## src/rtl/i2cms_pkg.sv

```systemverilog
// i2cms_pkg: command codes, sequencer op encoding and small helpers
// shared by the i2c master pin sequencer and its checker
// no dependencies
`timescale 1ns / 1ps

package i2cms_pkg;

    localparam int unsigned CMD_W   = 3;
    localparam int unsigned BYTE_W  = 8;
    localparam int unsigned PHASE_W = 5;

    localparam logic [CMD_W-1:0] CMD_TICK  = 3'd0;
    localparam logic [CMD_W-1:0] CMD_START = 3'd1;
    localparam logic [CMD_W-1:0] CMD_STOP  = 3'd2;
    localparam logic [CMD_W-1:0] CMD_WRITE = 3'd3;
    localparam logic [CMD_W-1:0] CMD_READ  = 3'd4;
    localparam logic [CMD_W-1:0] CMD_ACK   = 3'd5;

    // configuration register indexes
    localparam logic REG_DELAY_TICKS    = 1'b0;
    localparam logic REG_ACK_POLL_LIMIT = 1'b1;

    localparam logic [BYTE_W-1:0] DELAY_TICKS_RST    = 8'd8;
    localparam logic [BYTE_W-1:0] ACK_POLL_LIMIT_RST = 8'd200;

    // first phase index after the write bit loop, the ack poll and ack end phases
    localparam logic [PHASE_W-1:0] WR_BITS_END = 5'd24;
    localparam logic [PHASE_W-1:0] ACK_POLL_PH = 5'd1;
    localparam logic [PHASE_W-1:0] ACK_END_PH  = 5'd2;

    typedef enum logic [5:0] {
        OP_IDLE  = 6'b000001,
        OP_START = 6'b000010,
        OP_STOP  = 6'b000100,
        OP_WRITE = 6'b001000,
        OP_READ  = 6'b010000,
        OP_ACK   = 6'b100000
    } op_t;

    function automatic op_t cmd_to_op(input logic [CMD_W-1:0] c);
        op_t o;
        case (c)
            CMD_START: o = OP_START;
            CMD_STOP:  o = OP_STOP;
            CMD_WRITE: o = OP_WRITE;
            CMD_READ:  o = OP_READ;
            CMD_ACK:   o = OP_ACK;
            default:   o = OP_IDLE;
        endcase
        return o;
    endfunction

    function automatic logic [PHASE_W-1:0] phase_total(input op_t o);
        logic [PHASE_W-1:0] t;
        case (o)
            OP_START: t = 5'd3;
            OP_STOP:  t = 5'd3;
            OP_WRITE: t = 5'd26;
            OP_READ:  t = 5'd18;
            OP_ACK:   t = 5'd3;
            default:  t = 5'd0;
        endcase
        return t;
    endfunction

    // remainder by three for a 5-bit phase, by conditional subtraction
    function automatic logic [1:0] mod3(input logic [PHASE_W-1:0] p);
        logic [PHASE_W-1:0] r;
        r = p;
        if (r >= 5'd24) r = r - 5'd24;
        if (r >= 5'd12) r = r - 5'd12;
        if (r >= 5'd6)  r = r - 5'd6;
        if (r >= 5'd3)  r = r - 5'd3;
        return r[1:0];
    endfunction

endpackage

```

## src/rtl/i2c_master_pin_sequencer.sv

```systemverilog
// i2c_master_pin_sequencer: i2c master that steps scl/sda one tick per word
// depends on i2cms_pkg
// registers from input accept to result word: input reg, then result reg
// throughput: one word per cycle unless stalled; state steps once per word
// in_stall follows out_stall only while both stages hold a word
// reset: async active low, scl/sda state released, idle, config at defaults
`timescale 1ns / 1ps

module i2c_master_pin_sequencer
    import i2cms_pkg::*;
(
    input  logic              clk,
    input  logic              rst_n,
    // configuration
    input  logic              cfg_we,
    input  logic              cfg_index,
    input  logic [BYTE_W-1:0] cfg_data,
    // input channel
    input  logic              in_valid,
    output logic              in_stall,
    input  logic [CMD_W-1:0]  cmd,
    input  logic [BYTE_W-1:0] tx_byte,
    input  logic              sda_in,
    // output channel
    output logic              out_valid,
    input  logic              out_stall,
    output logic              scl_out,
    output logic              sda_out,
    output logic              busy_res,
    output logic              done_res,
    output logic [BYTE_W-1:0] rx_byte,
    output logic              ack_seen
);

    // configuration registers
    logic [BYTE_W-1:0] delay_ticks_reg;
    logic [BYTE_W-1:0] ack_limit_reg;

    // input stage
    logic              s1_valid_reg;
    logic [CMD_W-1:0]  s1_cmd_reg;
    logic [BYTE_W-1:0] s1_tx_reg;
    logic              s1_sda_reg;

    // sequencer state
    op_t                op_reg,    op_next;
    logic [PHASE_W-1:0] phase_reg, phase_next;
    logic [BYTE_W-1:0]  dcnt_reg,  dcnt_next;
    logic [BYTE_W-1:0]  shreg_reg, shreg_next;
    logic [BYTE_W-1:0]  poll_reg,  poll_next;
    logic               scl_reg,   scl_next;
    logic               sda_reg,   sda_next;
    logic               ack_reg,   ack_next;
    logic [BYTE_W-1:0]  rx_reg,    rx_next;
    logic               done_next;

    // result stage
    logic              out_valid_reg;
    logic              o_scl_reg;
    logic              o_sda_reg;
    logic              o_busy_reg;
    logic              o_done_reg;
    logic [BYTE_W-1:0] o_rx_reg;
    logic              o_ack_reg;

    logic              out_ready;
    logic              s1_move;
    logic              in_take;
    logic [BYTE_W-1:0] hold;

    assign out_ready = !out_valid_reg || !out_stall;
    assign s1_move   = s1_valid_reg && out_ready;
    assign in_stall  = s1_valid_reg && !out_ready;
    assign in_take   = in_valid && !in_stall;
    assign hold      = (delay_ticks_reg == '0) ? BYTE_W'(1) : delay_ticks_reg;

    always_ff @(posedge clk or negedge rst_n)
    begin
        if (!rst_n)
        begin
            delay_ticks_reg <= DELAY_TICKS_RST;
            ack_limit_reg   <= ACK_POLL_LIMIT_RST;
        end
        else if (cfg_we)
        begin
            case (cfg_index)
                REG_DELAY_TICKS:    delay_ticks_reg <= cfg_data;
                REG_ACK_POLL_LIMIT: ack_limit_reg   <= cfg_data;
                default:            ;
            endcase
        end
    end

    always_ff @(posedge clk or negedge rst_n)
    begin
        if (!rst_n)
        begin
            s1_valid_reg <= 1'b0;
        end
        else if (in_take || s1_move)
        begin
            s1_valid_reg <= in_take;
        end
    end

    always_ff @(posedge clk)
    begin
        if (in_take)
        begin
            s1_cmd_reg <= cmd;
            s1_tx_reg  <= tx_byte;
            s1_sda_reg <= sda_in;
        end
    end

    // one sequencer tick per word
    always_comb
    begin
        logic do_act;
        logic poll_end;
        do_act     = 1'b0;
        poll_end   = 1'b0;
        op_next    = op_reg;
        phase_next = phase_reg;
        dcnt_next  = dcnt_reg;
        shreg_next = shreg_reg;
        poll_next  = poll_reg;
        scl_next   = scl_reg;
        sda_next   = sda_reg;
        ack_next   = ack_reg;
        rx_next    = rx_reg;
        done_next  = 1'b0;

        if (op_reg == OP_IDLE)
        begin
            if (cmd_to_op(s1_cmd_reg) != OP_IDLE)
            begin
                op_next    = cmd_to_op(s1_cmd_reg);
                phase_next = '0;
                if (s1_cmd_reg == CMD_WRITE) shreg_next = s1_tx_reg;
                if (s1_cmd_reg == CMD_ACK)
                begin
                    ack_next  = 1'b0;
                    poll_next = '0;
                end
                do_act    = 1'b1;
                dcnt_next = hold;
            end
        end
        else if (op_reg == OP_ACK && phase_reg == ACK_POLL_PH)
        begin
            if (!s1_sda_reg)
            begin
                ack_next = 1'b1;
                poll_end = 1'b1;
            end
            else if (poll_reg >= ack_limit_reg)
            begin
                poll_end = 1'b1;
            end
            else
            begin
                poll_next = poll_reg + 1'b1;
            end
            if (poll_end)
            begin
                phase_next = ACK_END_PH;
                do_act     = 1'b1;
                dcnt_next  = hold;
            end
        end
        else if (dcnt_reg > BYTE_W'(1))
        begin
            dcnt_next = dcnt_reg - 1'b1;
        end
        else
        begin
            phase_next = phase_reg + 1'b1;
            if (phase_next < phase_total(op_reg))
            begin
                do_act = 1'b1;
                // the poll phase runs without a hold count
                if (op_reg == OP_ACK && phase_next == ACK_POLL_PH) dcnt_next = '0;
                else                                                dcnt_next = hold;
            end
            else
            begin
                if (op_reg == OP_READ) rx_next = shreg_reg;
                op_next    = OP_IDLE;
                phase_next = '0;
                dcnt_next  = '0;
                done_next  = 1'b1;
            end
        end

        // pin action of the phase just entered
        if (do_act)
        begin
            case (op_next)
                OP_START:
                begin
                    if (phase_next == 5'd0)      sda_next = 1'b1;
                    else if (phase_next == 5'd1) scl_next = 1'b1;
                    else                         sda_next = 1'b0;
                end
                OP_STOP:
                begin
                    if (phase_next == 5'd0)      sda_next = 1'b0;
                    else if (phase_next == 5'd1) scl_next = 1'b1;
                    else                         sda_next = 1'b1;
                end
                OP_WRITE:
                begin
                    if (phase_next < WR_BITS_END)
                    begin
                        case (mod3(phase_next))
                            2'd0: scl_next = 1'b0;
                            2'd1:
                            begin
                                sda_next   = shreg_next[BYTE_W-1];
                                shreg_next = {shreg_next[BYTE_W-2:0], 1'b0};
                            end
                            default: scl_next = 1'b1;
                        endcase
                    end
                    else if (phase_next == WR_BITS_END)
                    begin
                        scl_next = 1'b0;
                    end
                    else
                    begin
                        sda_next = 1'b1;
                    end
                end
                OP_READ:
                begin
                    if (phase_next == 5'd0)      scl_next = 1'b0;
                    else if (phase_next == 5'd1) sda_next = 1'b1;
                    else if (!phase_next[0])     scl_next = 1'b1;
                    else
                    begin
                        shreg_next = {shreg_next[BYTE_W-2:0], s1_sda_reg};
                        scl_next   = 1'b0;
                    end
                end
                OP_ACK:
                begin
                    if (phase_next == 5'd0)            scl_next = 1'b1;
                    else if (phase_next == ACK_END_PH) scl_next = 1'b0;
                end
                default: ;
            endcase
        end
    end

    always_ff @(posedge clk or negedge rst_n)
    begin
        if (!rst_n)
        begin
            op_reg    <= OP_IDLE;
            phase_reg <= '0;
            dcnt_reg  <= '0;
            shreg_reg <= '0;
            poll_reg  <= '0;
            scl_reg   <= 1'b1;
            sda_reg   <= 1'b1;
            ack_reg   <= 1'b0;
            rx_reg    <= '0;
        end
        else if (s1_move)
        begin
            op_reg    <= op_next;
            phase_reg <= phase_next;
            dcnt_reg  <= dcnt_next;
            shreg_reg <= shreg_next;
            poll_reg  <= poll_next;
            scl_reg   <= scl_next;
            sda_reg   <= sda_next;
            ack_reg   <= ack_next;
            rx_reg    <= rx_next;
        end
    end

    always_ff @(posedge clk or negedge rst_n)
    begin
        if (!rst_n)
        begin
            out_valid_reg <= 1'b0;
        end
        else if (out_ready)
        begin
            out_valid_reg <= s1_valid_reg;
        end
    end

    always_ff @(posedge clk)
    begin
        if (s1_move)
        begin
            o_scl_reg  <= scl_next;
            o_sda_reg  <= sda_next;
            o_busy_reg <= (op_next != OP_IDLE);
            o_done_reg <= done_next;
            o_rx_reg   <= rx_next;
            o_ack_reg  <= ack_next;
        end
    end

    assign out_valid = out_valid_reg;
    assign scl_out   = o_scl_reg;
    assign sda_out   = o_sda_reg;
    assign busy_res  = o_busy_reg;
    assign done_res  = o_done_reg;
    assign rx_byte   = o_rx_reg;
    assign ack_seen  = o_ack_reg;

endmodule

```

## config.mk

```make
export PLATFORM = sky130hd
export DESIGN_NAME = i2c_master_pin_sequencer
export DESIGN_NICKNAME = d
export VERILOG_FILES = /design/src/rtl/i2cms_pkg.sv /design/src/rtl/i2c_master_pin_sequencer.sv
export SDC_FILE = /design/constraint.sdc
export NUM_CORES = 1
export LEC_CHECK = 0
export ABC_AREA = 1
export BUFFER_PORTS_ARGS = -buffer_cell sky130_fd_sc_hd__clkbuf_2
export CORE_MARGIN = 8
export CORE_UTILIZATION = 55
export DETAILED_ROUTE_END_ITERATION = 12
export GPL_TIMING_DRIVEN = 0
export PLACE_DENSITY = 0.76
export RECOVER_POWER = 25
export SLEW_MARGIN = 0
export SYNTH_ARGS = -nofsm -noshare
export SYNTH_HDL_FRONTEND = slang
export SYNTH_SLANG_ARGS = --single-unit
```

## constraint.sdc

```tcl
create_clock -name clk -period 8.4 [get_ports clk]
set_input_delay 0.42 -clock clk [delete_from_list [all_inputs] [get_ports clk]]
set_output_delay 0.42 -clock clk [all_outputs]
set_load 0.005 [all_outputs]
```

==> summary.log, run 1 <==
qor: critical_path.crit_fanout 10
qor: grt.gr-total-overflow 0
qor: clock_network.clock_tree_buffer_depth 2
qor: drt.detailedRoute.firstIterationViolations 428
qor: timing.timing_hold_violations_final 0
qor: floorplan.design.portCount 41
qor: final_layout.insertedDiodeCount 0
qor: timing.finalSetupTns 0 ns
qor: logic_synthesis.seq_area_frac_synth 41.23%
qor: drt.via_per_inst 5.567
qor: status.failed_checks max-capacitance violations, max-slew violations
qor: pwr.p_sw 1044 uW
qor: pwr.ir_drop 0.0003298 V
qor: floorplan.dieHeight 118.0 microns
qor: drt.drt.antenna.violating_nets 0
qor: floorplan.initial_core_util 55.97%
qor: critical_path.critPathCaptureType flop
qor: place.dp_hpwl 10.44 mm
qor: clock_network.cts_repair_resize_count 0
qor: clock_network.clk_pin_slew_worst_paths 0.09 ns
qor: logic_synthesis.post_synth.cell_area_avg 7.718 sq um
qor: job.maxCapViolCount 1
qor: floorplan.die-area 13930 sq um
qor: grt.grt_usage 20.11%
qor: timing.slew_headroom -129.5%
qor: final_layout.layout-drive-gt1-share 15.04%
qor: logic_synthesis.synth-seq-cells 89
qor: critical_path.wp_data_arrival 6.13 ns
qor: timing.grt_setup_unrepaired no
qor: floorplan.rows 37
qor: pwr.relative_contribution_of_the_clock_network_to_total_power 13.9%
qor: place.routabilityCongestion 0.8871
qor: logic_synthesis.yosys-top-cells-area dfrtp_1 (25%), edfxtp_1 (13%), nand2_1 (10%)
qor: timing.fmax 0.1660 GHz
qor: clock_network.post_cts_hold_buffer_count 0
qor: clock_network.clock_tree.root_cell clkbuf_8
qor: critical_path.critPathMaxStageDelay 0.94 ns
qor: critical_path.crit_path_top_delay_cell nor3_1
qor: status.outcome complete, but fails checks
qor: logic_synthesis.mappedNetlistNets 789
qor: clock_network.cts_tree done
qor: grt.antenna_violations_before_repair 0
qor: grt.grt_max_degree 65
qor: pwr.leakagePower 0.003098 uW
qor: drt.totalWireLength 13.68 mm
qor: floorplan.die_width 118.0 microns
qor: place.io_buffer_count 40
qor: logic_synthesis.synth.top_cell.area_share 24.91%
qor: logic_synthesis.post_synth_instance_area 5727 sq um
qor: critical_path.criticalPathCategory flop to flop
qor: logic_synthesis.synthesis.instances 742
qor: timing.min_period 6.023 ns
qor: logic_synthesis.synth_ff_type dfrtp_1
qor: drt.num_vias 5200
qor: final_layout.fillcell_total 914
qor: drt.initial_drt_pass_iterations 5
qor: logic_synthesis.yosys_warnings 0
qor: critical_path.crit_path_frequent_cell nand2_1
qor: drt.routedWlPerCell 14.64 microns
qor: grt.grt_pass1_vias 5181
qor: timing.final_max_slew_viol_count 65
qor: drt.post-route-drc-count 0
qor: clock_network.cts_buffers 9
qor: final_layout.finalNetCount 840
qor: logic_synthesis.synth-edff-count 25
qor: timing.tightest_slew 3.442 ns
qor: clock_network.post-cts-setup-buffer-count 0
qor: place.post-place-ws 2.411 ns
qor: logic_synthesis.synth_cell_types 45
qor: clock_network.cts_htree_levels 3
qor: critical_path.cp_data_required_time 8.51 ns
qor: timing.final.setup_skew 0.01168 ns
qor: logic_synthesis.synth_top_cell_by_area dfrtp_1
qor: pwr.cell_internal_pwr 1121 uW
qor: critical_path.cpLargestDelayFamily simple AND/OR/NAND/NOR gates
qor: floorplan.floorplan_core_area 10230 sq um
qor: min_path.hold_path.class input pin to flop
qor: grt.global_route_wire_length_before_repair 23.54 mm
qor: critical_path.sort_of_element_at_the_start_of_the_critical_path flop
qor: pwr.comb_power_share 55.0%
qor: timing.setup-violations-final 0
qor: pwr.p_per_area 343.8 nW/um^2
qor: final_layout.area.growth.synth_to_final 9.985%
qor: timing.finalCritPeriodShare 71.70%
qor: pwr.sw_frac_of_total 48.22%
qor: timing.setup_slack 2.377 ns
qor: clock_network.worst_skew_pair.late_latency 0.36 ns
qor: logic_synthesis.async_flop_share 71.91%
qor: pwr.seq_power_share 31.1%
qor: critical_path.path_buf_inv 7
qor: clock_network.tritoncts_num_sinks 89
power groups by stage:
stage	clock (uW)	sequential, uW	combinational (uW)
detailed placement	0	679	1170
CTS	308	671	1180
floorplan	0	653	919
global route	328	690	1340
global placement	0	672	1110
finish	300	674	1190
stage by stage:
stage               hold WS (ns)  power, uW  cells  cell area [sq um]  util (%)
floorplan                 0.1244       1572    742               5727         -
global placement          0.4557       1785    918               6097     59.59
detailed placement        0.4624       1853    918               6100     59.62
CTS                       0.2131       2158    934               6305     61.62
global route              0.2049       2356    934               6299     61.56
finish                    0.2338       2165    934               6299     61.56
layout by cell type, fill, tap and decap left out, types with 11 or more instances in the layout:
cell type | netlist | layout
clkbuf_2 | 0 | 37
nor3_1 | 13 | 13
edfxtp_1 | 25 | 25
nand4_1 | 20 | 20
a21oi_1 | 37 | 37
clkbuf_1 | 9 | 12
ha_1 | 21 | 21
nor2_1 | 59 | 59
inv_1 | 114 | 114
nand3_1 | 46 | 46
o21ai_0 | 64 | 64
o22ai_1 | 11 | 11
nand2_2 | 11 | 11
nand2_1 | 158 | 158
dfrtp_1 | 57 | 57
cell type report:
cell class	count	area [sq um]	share of cell area, %
Buffer	17	97.59	1.549
Clock buffer	11	162.7	2.582
Clock inverter	5	42.54	0.6754
Inverter	118	442.9	7.032
Multi-Input combinational cell	518	2825	44.85
Sequential cell	89	2361	37.49
Tap cell	136	170.2	2.702
Timing Repair Buffer	40	196.4	3.119
routing by layer:
metal / global-route usage [%] / part of all wire (%)
met2: 34.76 / 50
met1: 24.27 / 43
met5: 0 / 0
met4: 6.325 / 1.5
met3: 4.604 / 5.8
synthesized netlist by cell type, types with 2 or more instances:
master / number
edfxtp_1: 25
a21boi_1: 2
nand4_1: 20
mux2_2: 3
dfstp_2: 7
nand3_2: 10
o22ai_1: 11
inv_1: 114
buf_4: 2
nand3b_1: 2
nand2_1: 158
a2111oi_0: 2
ha_1: 21
nor2_1: 59
a21oi_1: 37
o21a_1: 4
buf_6: 3
clkbuf_1: 9
a21oi_2: 2
buf_2: 3
inv_2: 2
nor3_1: 13
nand3_1: 46
nand2_4: 4
clkinv_1: 2
nand2_2: 11
o21ai_2: 2
xor2_1: 9
nor2_4: 5
a31oi_1: 9
nor4_1: 3
o21ai_0: 64
nor3_2: 3
o21ai_1: 2
dfrtp_1: 57
nor2_2: 7
cell families after synthesis:
logic type | count (synthesis) | share of synthesized area (%)
AOI/OAI and AO/OA | 138 | 13.33
buffers and inverters | 135 | 9.438
and+or+nand+nor | 346 | 29.30
adders and majority gates | 21 | 4.588
muxes | 3 | 0.5899
xor gates and xnor gates | 10 | 1.529
DFF | 89 | 41.23
final timing paths:
| check | startpoint | end | slack [ns] | cells after the start |
|---|---|---|---|---|
| min reg2reg | poll_reg[7] | poll_reg[7] | 0.47 | 1 |
| min | tx_byte[1] | s1_tx_reg[1] | 0.23 | 1 |
| max in group asynchronous | rst_n | dcnt_reg[0] | 5.26 | 1 |
| min in group asynchronous | rst_n | poll_reg[6] | 1.22 | 1 |
| max reg2reg | op_reg[1] | sda_out | 2.38 | 36 |
| max | op_reg[1] | sda_out | 2.38 | 36 |
worst register-to-register path: cells and delay by family, from the launching register on:
family	cells	cell delay [ns]
and+or+nand+nor	22	3.32
buffers and inverters	7	0.55
adders and majority gates	4	0.98
AOI/OAI and AO/OA	3	0.47
DFF	1	0.46
Power figures use the tool's default switching activity.
==> run 2: changes to the inputs <==
--- a/config.mk
+++ b/config.mk
@@ -5,13 +5,13 @@
 export SDC_FILE = /design/constraint.sdc
 export NUM_CORES = 1
 export LEC_CHECK = 0
-export ABC_AREA = 1
+export ABC_AREA = 0
 export BUFFER_PORTS_ARGS = -buffer_cell sky130_fd_sc_hd__clkbuf_2
 export CORE_MARGIN = 8
 export CORE_UTILIZATION = 55
 export DETAILED_ROUTE_END_ITERATION = 12
 export GPL_TIMING_DRIVEN = 0
-export PLACE_DENSITY = 0.76
+export PLACE_DENSITY = 0.79
 export RECOVER_POWER = 25
 export SLEW_MARGIN = 0
 export SYNTH_ARGS = -nofsm -noshare
==> constraint.sdc (replaced) <==
create_clock -name clk -period 5 [get_ports clk]
set_input_delay 0.25 -clock clk [delete_from_list [all_inputs] [get_ports clk]]
set_output_delay 0.25 -clock clk [all_outputs]
set_load 0.005 [all_outputs]
==> summary.log, run 2 <==
qor: final_layout.postLayoutCellArea 7244 sq um
qor: logic_synthesis.yosys-top-cells-area dfrtp_1 (24%), edfxtp_1 (13%), nand2_1 (6.9%)
qor: timing.final.setup_skew 0.01649 ns
qor: final_layout.insertedDiodeCount 0
qor: grt.grt_max_degree 65
qor: clock_network.cts_buffers 9
qor: critical_path.crit_fanout 5
qor: clock_network.clock_tree_buffer_depth 2
qor: grt.global_route_wire_length_before_repair 26.51 mm
qor: critical_path.critPathMaxStageDelay 0.43 ns
qor: clock_network.post_cts_hold_buffer_count 0
qor: place.dp_hpwl 11.25 mm
qor: critical_path.worst_r2r_src op_reg[5]
qor: critical_path.worst_setup_path_endpoint scl_out
qor: place.io_buffer_count 40
qor: logic_synthesis.async_flop_share 71.91%
qor: drt.via_per_inst 6.243
qor: min_path.hold_path.class input pin to flop
qor: logic_synthesis.post_synth_instance_area 5888 sq um
qor: logic_synthesis.synthesis.instances 659
qor: final_layout.layout-drive-gt1-share 28.53%
qor: timing.fmax 0.1805 GHz
qor: job.maxCapViolCount 1
qor: critical_path.r2r_end scl_out
qor: logic_synthesis.yosysMostFrequentCell nand2_1
qor: grt.antenna_violations_before_repair 0
qor: grt.grt_pass1_vias 5381
qor: drt.detailedRoute.firstIterationViolations 635
qor: logic_synthesis.synth.top_cell.area_share 24.22%
qor: pwr.leakagePower 0.003087 uW
qor: timing.slew_headroom -133.8%
qor: timing.grt_setup_unrepaired yes
qor: logic_synthesis.post_synth.cell_area_avg 8.935 sq um
qor: timing.setup_slack -0.5387 ns
qor: floorplan.initial_core_util 56.78%
qor: floorplan.die-area 14270 sq um
qor: logic_synthesis.synth_top_cell_by_area dfrtp_1
qor: drt.post-route-drc-count 0
qor: pwr.p_per_area 580.3 nW/um^2
qor: critical_path.sort_of_element_at_the_start_of_the_critical_path flop
qor: drt.initial_drt_pass_iterations 5
qor: clock_network.cts_tree done
qor: logic_synthesis.seq_area_frac_synth 40.10%
qor: final_layout.layout.cells.non_filler 893
qor: grt.grt_usage 22.39%
qor: critical_path.worst_r2r_path_depth 26
qor: logic_synthesis.synth_ff_type dfrtp_1
qor: logic_synthesis.post_synth_most_frequent_cells nand2_1 (108), dfrtp_1 (57), nor2_1 (54)
qor: floorplan.rows 37
qor: drt.num_vias 5575
qor: critical_path.critPathCaptureType flop
qor: timing.final_max_slew_viol_count 65
qor: floorplan.floorplan_core_area 10370 sq um
qor: final_layout.finalNetCount 799
qor: drt.routedWlPerCell 18.71 microns
qor: clock_network.worst_skew_pair.late_latency 0.37 ns
qor: timing.tightest_slew 3.507 ns
qor: place.numPlacedInstances 835
qor: final_layout.area.growth.synth_to_final 23.03%
qor: place.dpl_cell_area 6434 sq um
qor: floorplan.die_width 119.5 microns
qor: timing.finalCritPeriodShare 110.8%
qor: critical_path.slack_of_the_worst_reg_to_reg_path -0.54 ns
qor: status.failed_checks max-capacitance violations, max-slew violations, negative setup slack
qor: critical_path.cp_data_required_time 5.10 ns
qor: drt.totalWireLength 16.71 mm
qor: final_layout.final_common_cell nand2_1
qor: logic_synthesis.mappedNetlistNets 706
qor: drt.drt.antenna.violating_nets 0
qor: pwr.ir_drop 0.0002853 V
qor: timing.setup-violations-final 12
qor: logic_synthesis.synth-seq-cells 89
qor: clock_network.tritoncts_num_sinks 89
qor: floorplan.design.portCount 41
qor: floorplan.dieHeight 119.5 microns
qor: critical_path.crit_path_top_delay_cell nor4_4
qor: grt.gr-total-overflow 0
qor: critical_path.critical_path.startpoint op_reg[5]
qor: critical_path.wp_data_arrival 5.64 ns
qor: timing.min_period 5.539 ns
qor: place.routabilityCongestion 0.9201
qor: logic_synthesis.synth-edff-count 25
qor: logic_synthesis.yosys_warnings 0
qor: status.outcome complete, but fails checks
qor: timing.timing_hold_violations_final 0
qor: clock_network.cts_htree_levels 3
qor: critical_path.criticalPathCategory flop to flop
qor: final_layout.most-common-layout-cells nand2_1 (105), dfrtp_1 (54), nor2_1 (52), buf_4 (48), o21ai_0 (38)
qor: clock_network.clock_tree.root_cell clkbuf_8
qor: clock_network.clk_pin_slew_worst_paths 0.09 ns
qor: logic_synthesis.synth_cell_types 87
## run 2: cell count changes after synthesis, moves of 8 or more
cell	previous run	this run
o21ai_0	64	44
mux2_2	3	25
inv_1	114	27
nand2_1	158	108
nand3_1	46	31
o211ai_1	0	10
mux2i_1	0	8
nand3_2	10	1
clkbuf_1	9	20
a211oi_1	0	10
nand2_2	11	1
o22ai_1	11	2
## run 2: metrics by stage
stage	total power, uW	utilization (%)	worst slack, ns	TNS (ns)	hold slack (ns)
detailed placement	3267	62.04	-1.187	-13.00	0.4287
floorplan	2752	-	-0.3820	-2.953	-0.04559
global placement	3190	62.02	-1.025	-10.68	0.4273
finish	4204	69.86	-0.5387	-4.892	0.06174
global route	4482	69.86	-0.7317	-7.314	0.05450
CTS	3994	67.74	-0.2732	-2.428	0.05259
## run 2: where the power goes
part | internal [uW] | total, uW | switching (uW) | leakage, uW
combinational | 1050 | 2580 | 1530 | 0.00195
sequential | 946 | 1110 | 162 | 0.00103
clock | 261 | 511 | 250 | 0.000103
## run 2: worst min path at each step
stage	from	endpoint	slack, ns	cells past startpoint
finish	tx_byte[7]	s1_tx_reg[7]	0.06	1
global route	tx_byte[4]	s1_tx_reg[4]	0.05	1
CTS	tx_byte[7]	s1_tx_reg[7]	0.05	1
detailed placement	tx_byte[2]	s1_tx_reg[2]	0.43	1
global placement	tx_byte[2]	s1_tx_reg[2]	0.43	1
floorplan	rst_n	ack_limit_reg[0]	-0.05	0
## run 2: cell type report
| class | instances | area, sq um |
|---|---|---|
| Clock inverter | 3 | 40.04 |
| Inverter | 30 | 130.1 |
| Fill cell | 806 | 3126 |
| Sequential cell | 89 | 2365 |
| Clock buffer | 13 | 160.2 |
| Buffer | 26 | 153.9 |
| Timing Repair Buffer | 85 | 531.8 |
| Multi-Input combinational cell | 511 | 3694 |
| Tap cell | 136 | 170.2 |
## run 2: logic make-up after synthesis
group                    count (synthesis)  synth area share, %
flip-flops                              89                40.10
multiplexers                            33                6.141
buffers and inverters                   59                4.165
XOR/XNOR                                13                1.934
AND/OR/NAND/NOR                        277                23.37
AO/OA/AOI/OAI                          167                19.83
adder cells (fa/ha/maj)                 21                4.462
## run 2: critical path: cells and delay by family, from the launching register on
family                     cells  cell delay, ns
buffers and inverters          5            0.44
AOI/OAI and AO/OA             11            2.19
adders and majority gates      4            0.90
DFF                            1            0.41
and+or+nand+nor                6            1.34
## run 2: per-layer routing
metal	vias up	part of all wire, %	track usage (%)
li1	2591	-	-
met1	2697	44	29.76
met2	250	48	36.74
met3	37	6.8	3.637
met4	0	1.8	6.714
met5	-	0	0
## run 2: what timing repair did
action                     in CTS  in global routing
pin swaps                      41                 36
setup endpoints to repair      12                 12
buffers inserted               30                 15
gates resized for setup        45                 21
==> run 3: changes to the inputs <==
--- a/config.mk
+++ b/config.mk
@@ -7,11 +7,10 @@
 export LEC_CHECK = 0
 export ABC_AREA = 0
 export BUFFER_PORTS_ARGS = -buffer_cell sky130_fd_sc_hd__clkbuf_2
-export CORE_MARGIN = 8
-export CORE_UTILIZATION = 55
+export CORE_UTILIZATION = 45
 export DETAILED_ROUTE_END_ITERATION = 12
 export GPL_TIMING_DRIVEN = 0
-export PLACE_DENSITY = 0.79
+export PLACE_DENSITY = 0.67
 export RECOVER_POWER = 25
 export SLEW_MARGIN = 0
 export SYNTH_ARGS = -nofsm -noshare
==> summary.log, run 3 (synthesis results as in run 2) <==
qor: timing.grt_setup_unrepaired yes
qor: grt.grt_usage 25.92%
qor: timing.final.setup_skew 0.007054 ns
qor: critical_path.criticalPathCategory flop to flop
qor: critical_path.crit_fanout 10
qor: place.routabilityCongestion 0.8929
qor: timing.setup-violations-final 12
qor: status.failed_checks max-capacitance violations, max-slew violations, negative setup slack
qor: final_layout.final_common_cell nand2_1
qor: drt.drt.antenna.violating_nets 0
qor: timing.finalSetupTns -3.386 ns
qor: floorplan.design.portCount 41
qor: critical_path.crit_path_top_delay_cell or4_4
qor: floorplan.die_width 116.4 microns
qor: min_path.hold_path.class input pin to flop
qor: drt.routedWlPerCell 17.92 microns
qor: grt.antenna_violations_before_repair 0
qor: clock_network.cts_htree_levels 3
qor: critical_path.sort_of_element_at_the_start_of_the_critical_path flop
qor: final_layout.most-common-layout-cells nand2_1 (104), buf_4 (54), nor2_1 (52), dfrtp_1 (51), clkbuf_2 (39)
qor: job.maxCapViolCount 1
qor: critical_path.cp_data_required_time 5.08 ns
qor: drt.detailedRoute.firstIterationViolations 465
qor: critical_path.path_buf_inv 4
qor: final_layout.postLayoutCellArea 7527 sq um
qor: floorplan.rows 41
qor: drt.num_vias 5593
qor: final_layout.area.growth.synth_to_final 27.84%
qor: status.outcome complete, but fails checks
qor: final_layout.insertedDiodeCount 0
qor: final_layout.final_core_utilization 59.41%
qor: critical_path.wp_data_arrival 5.50 ns
qor: timing.slew_headroom -2.565%
qor: critical_path.critPathCaptureType flop
qor: place.dp_hpwl 11.30 mm
qor: place.io_buffer_count 40
qor: drt.via_per_inst 5.956
qor: pwr.ir_drop 0.0002953 V
qor: floorplan.floorplan_core_area 12670 sq um
qor: clock_network.clk_pin_slew_worst_paths 0.06 ns
qor: timing.setup_slack -0.4235 ns
qor: drt.totalWireLength 16.83 mm
qor: critical_path.cpLargestDelayFamily compound AO/OA/AOI/OAI gates
qor: timing.timing_hold_violations_final 0
qor: clock_network.cts_tree done
qor: pwr.p_per_area 586.9 nW/um^2
qor: critical_path.crit_path_frequent_cell ha_4
qor: grt.global_route_wire_length_before_repair 26.98 mm
qor: final_layout.fillcell_total 1100
qor: place.post-place-ws -1.176 ns
qor: final_layout.finalNetCount 809
qor: grt.gr-total-overflow 0
qor: final_layout.layout-drive-gt1-share 31.16%
qor: clock_network.cts_buffers 9
qor: clock_network.clock_tree.root_cell clkbuf_16
qor: timing.tightest_slew 1.538 ns
qor: place.dpl_cell_area 6499 sq um
qor: drt.initial_drt_pass_iterations 5
qor: timing.final_max_slew_viol_count 26
qor: pwr.leakagePower 0.003199 uW
qor: floorplan.die-area 13550 sq um
qor: timing.fmax 0.1844 GHz
qor: critical_path.critPathMaxStageDelay 0.55 ns
qor: clock_network.tritoncts_num_sinks 89
qor: drt.post-route-drc-count 0
qor: floorplan.initial_core_util 46.47%
qor: grt.grt_pass1_vias 5351
qor: grt.grt_max_degree 40
qor: floorplan.dieHeight 116.4 microns
qor: timing.finalCritPeriodShare 108.5%
qor: clock_network.worst_skew_pair.late_latency 0.35 ns
qor: timing.min_period 5.423 ns
qor: clock_network.clock_tree_buffer_depth 2
[run 3: cell count changes in the layout (fill, tap and decap cells not counted), sizes merged]
cell,delta
buf,+9
inv,+2
clkinv,+2
clkbuf,-4
dlygate4sd3,+1
[run 3: metrics by stage]
stage | total power [uW] | cells | hold slack (ns)
after global routing | 4713 | 939 | 0.06646
final | 4418 | 939 | 0.07349
after detailed placement | 3272 | 872 | 0.2308
after CTS | 4161 | 916 | 0.06812
after global placement | 3202 | 871 | 0.4268
after floorplan | 2752 | 659 | -0.04559
[run 3: worst paths after layout]
check | startpoint | to | slack, ns | cells after the start
worst max register to register | phase_reg[2] | scl_out | -0.42 | 25
min in group asynchronous | rst_n | poll_reg[4] | 0.81 | 2
max in group asynchronous | rst_n | scl_reg | 3.21 | 3
worst min register to register | rx_reg[1] | rx_reg[1] | 0.47 | 2
worst min-delay path | tx_byte[3] | s1_tx_reg[3] | 0.07 | 1
worst max-delay path | phase_reg[2] | scl_out | -0.42 | 25
[run 3: power by group]
part / switching (uW) / internal [uW]
Combinational: 1550 / 1070
Clock: 295 / 387
Sequential: 165 / 949
[run 3: layout make-up]
type | count | area, sq um | share of cell area [%]
plain buffers | 24 | 141.4 | 1.878
clock inverters | 7 | 67.56 | 0.8976
clock buffers | 9 | 225.2 | 2.992
multi-input cells | 511 | 3726 | 49.50
flip-flops and latches | 89 | 2369 | 31.47
inverters | 30 | 125.1 | 1.662
repair buffers | 97 | 658.1 | 8.743
well taps | 172 | 215.2 | 2.859
[run 3: layer usage]
layer | wire, microns | global-route usage (%) | up-vias
met3 | 1064 | 3.633 | 34
met4 | 348 | 8.291 | 0
met1 | 7493 | 35.85 | 2727
met2 | 7922 | 42.01 | 210
li1 | - | - | 2622
met5 | 0 | 0 | -
[run 3: repair_timing]
action                                  4_1_cts  5_1_grt
gates resized for setup                      54       25
endpoints found under the setup margin       12       12
hold buffers                                  1        0
pin swaps                                    35       31
setup buffers                                30       25
endpoints found under the hold margin        25        0
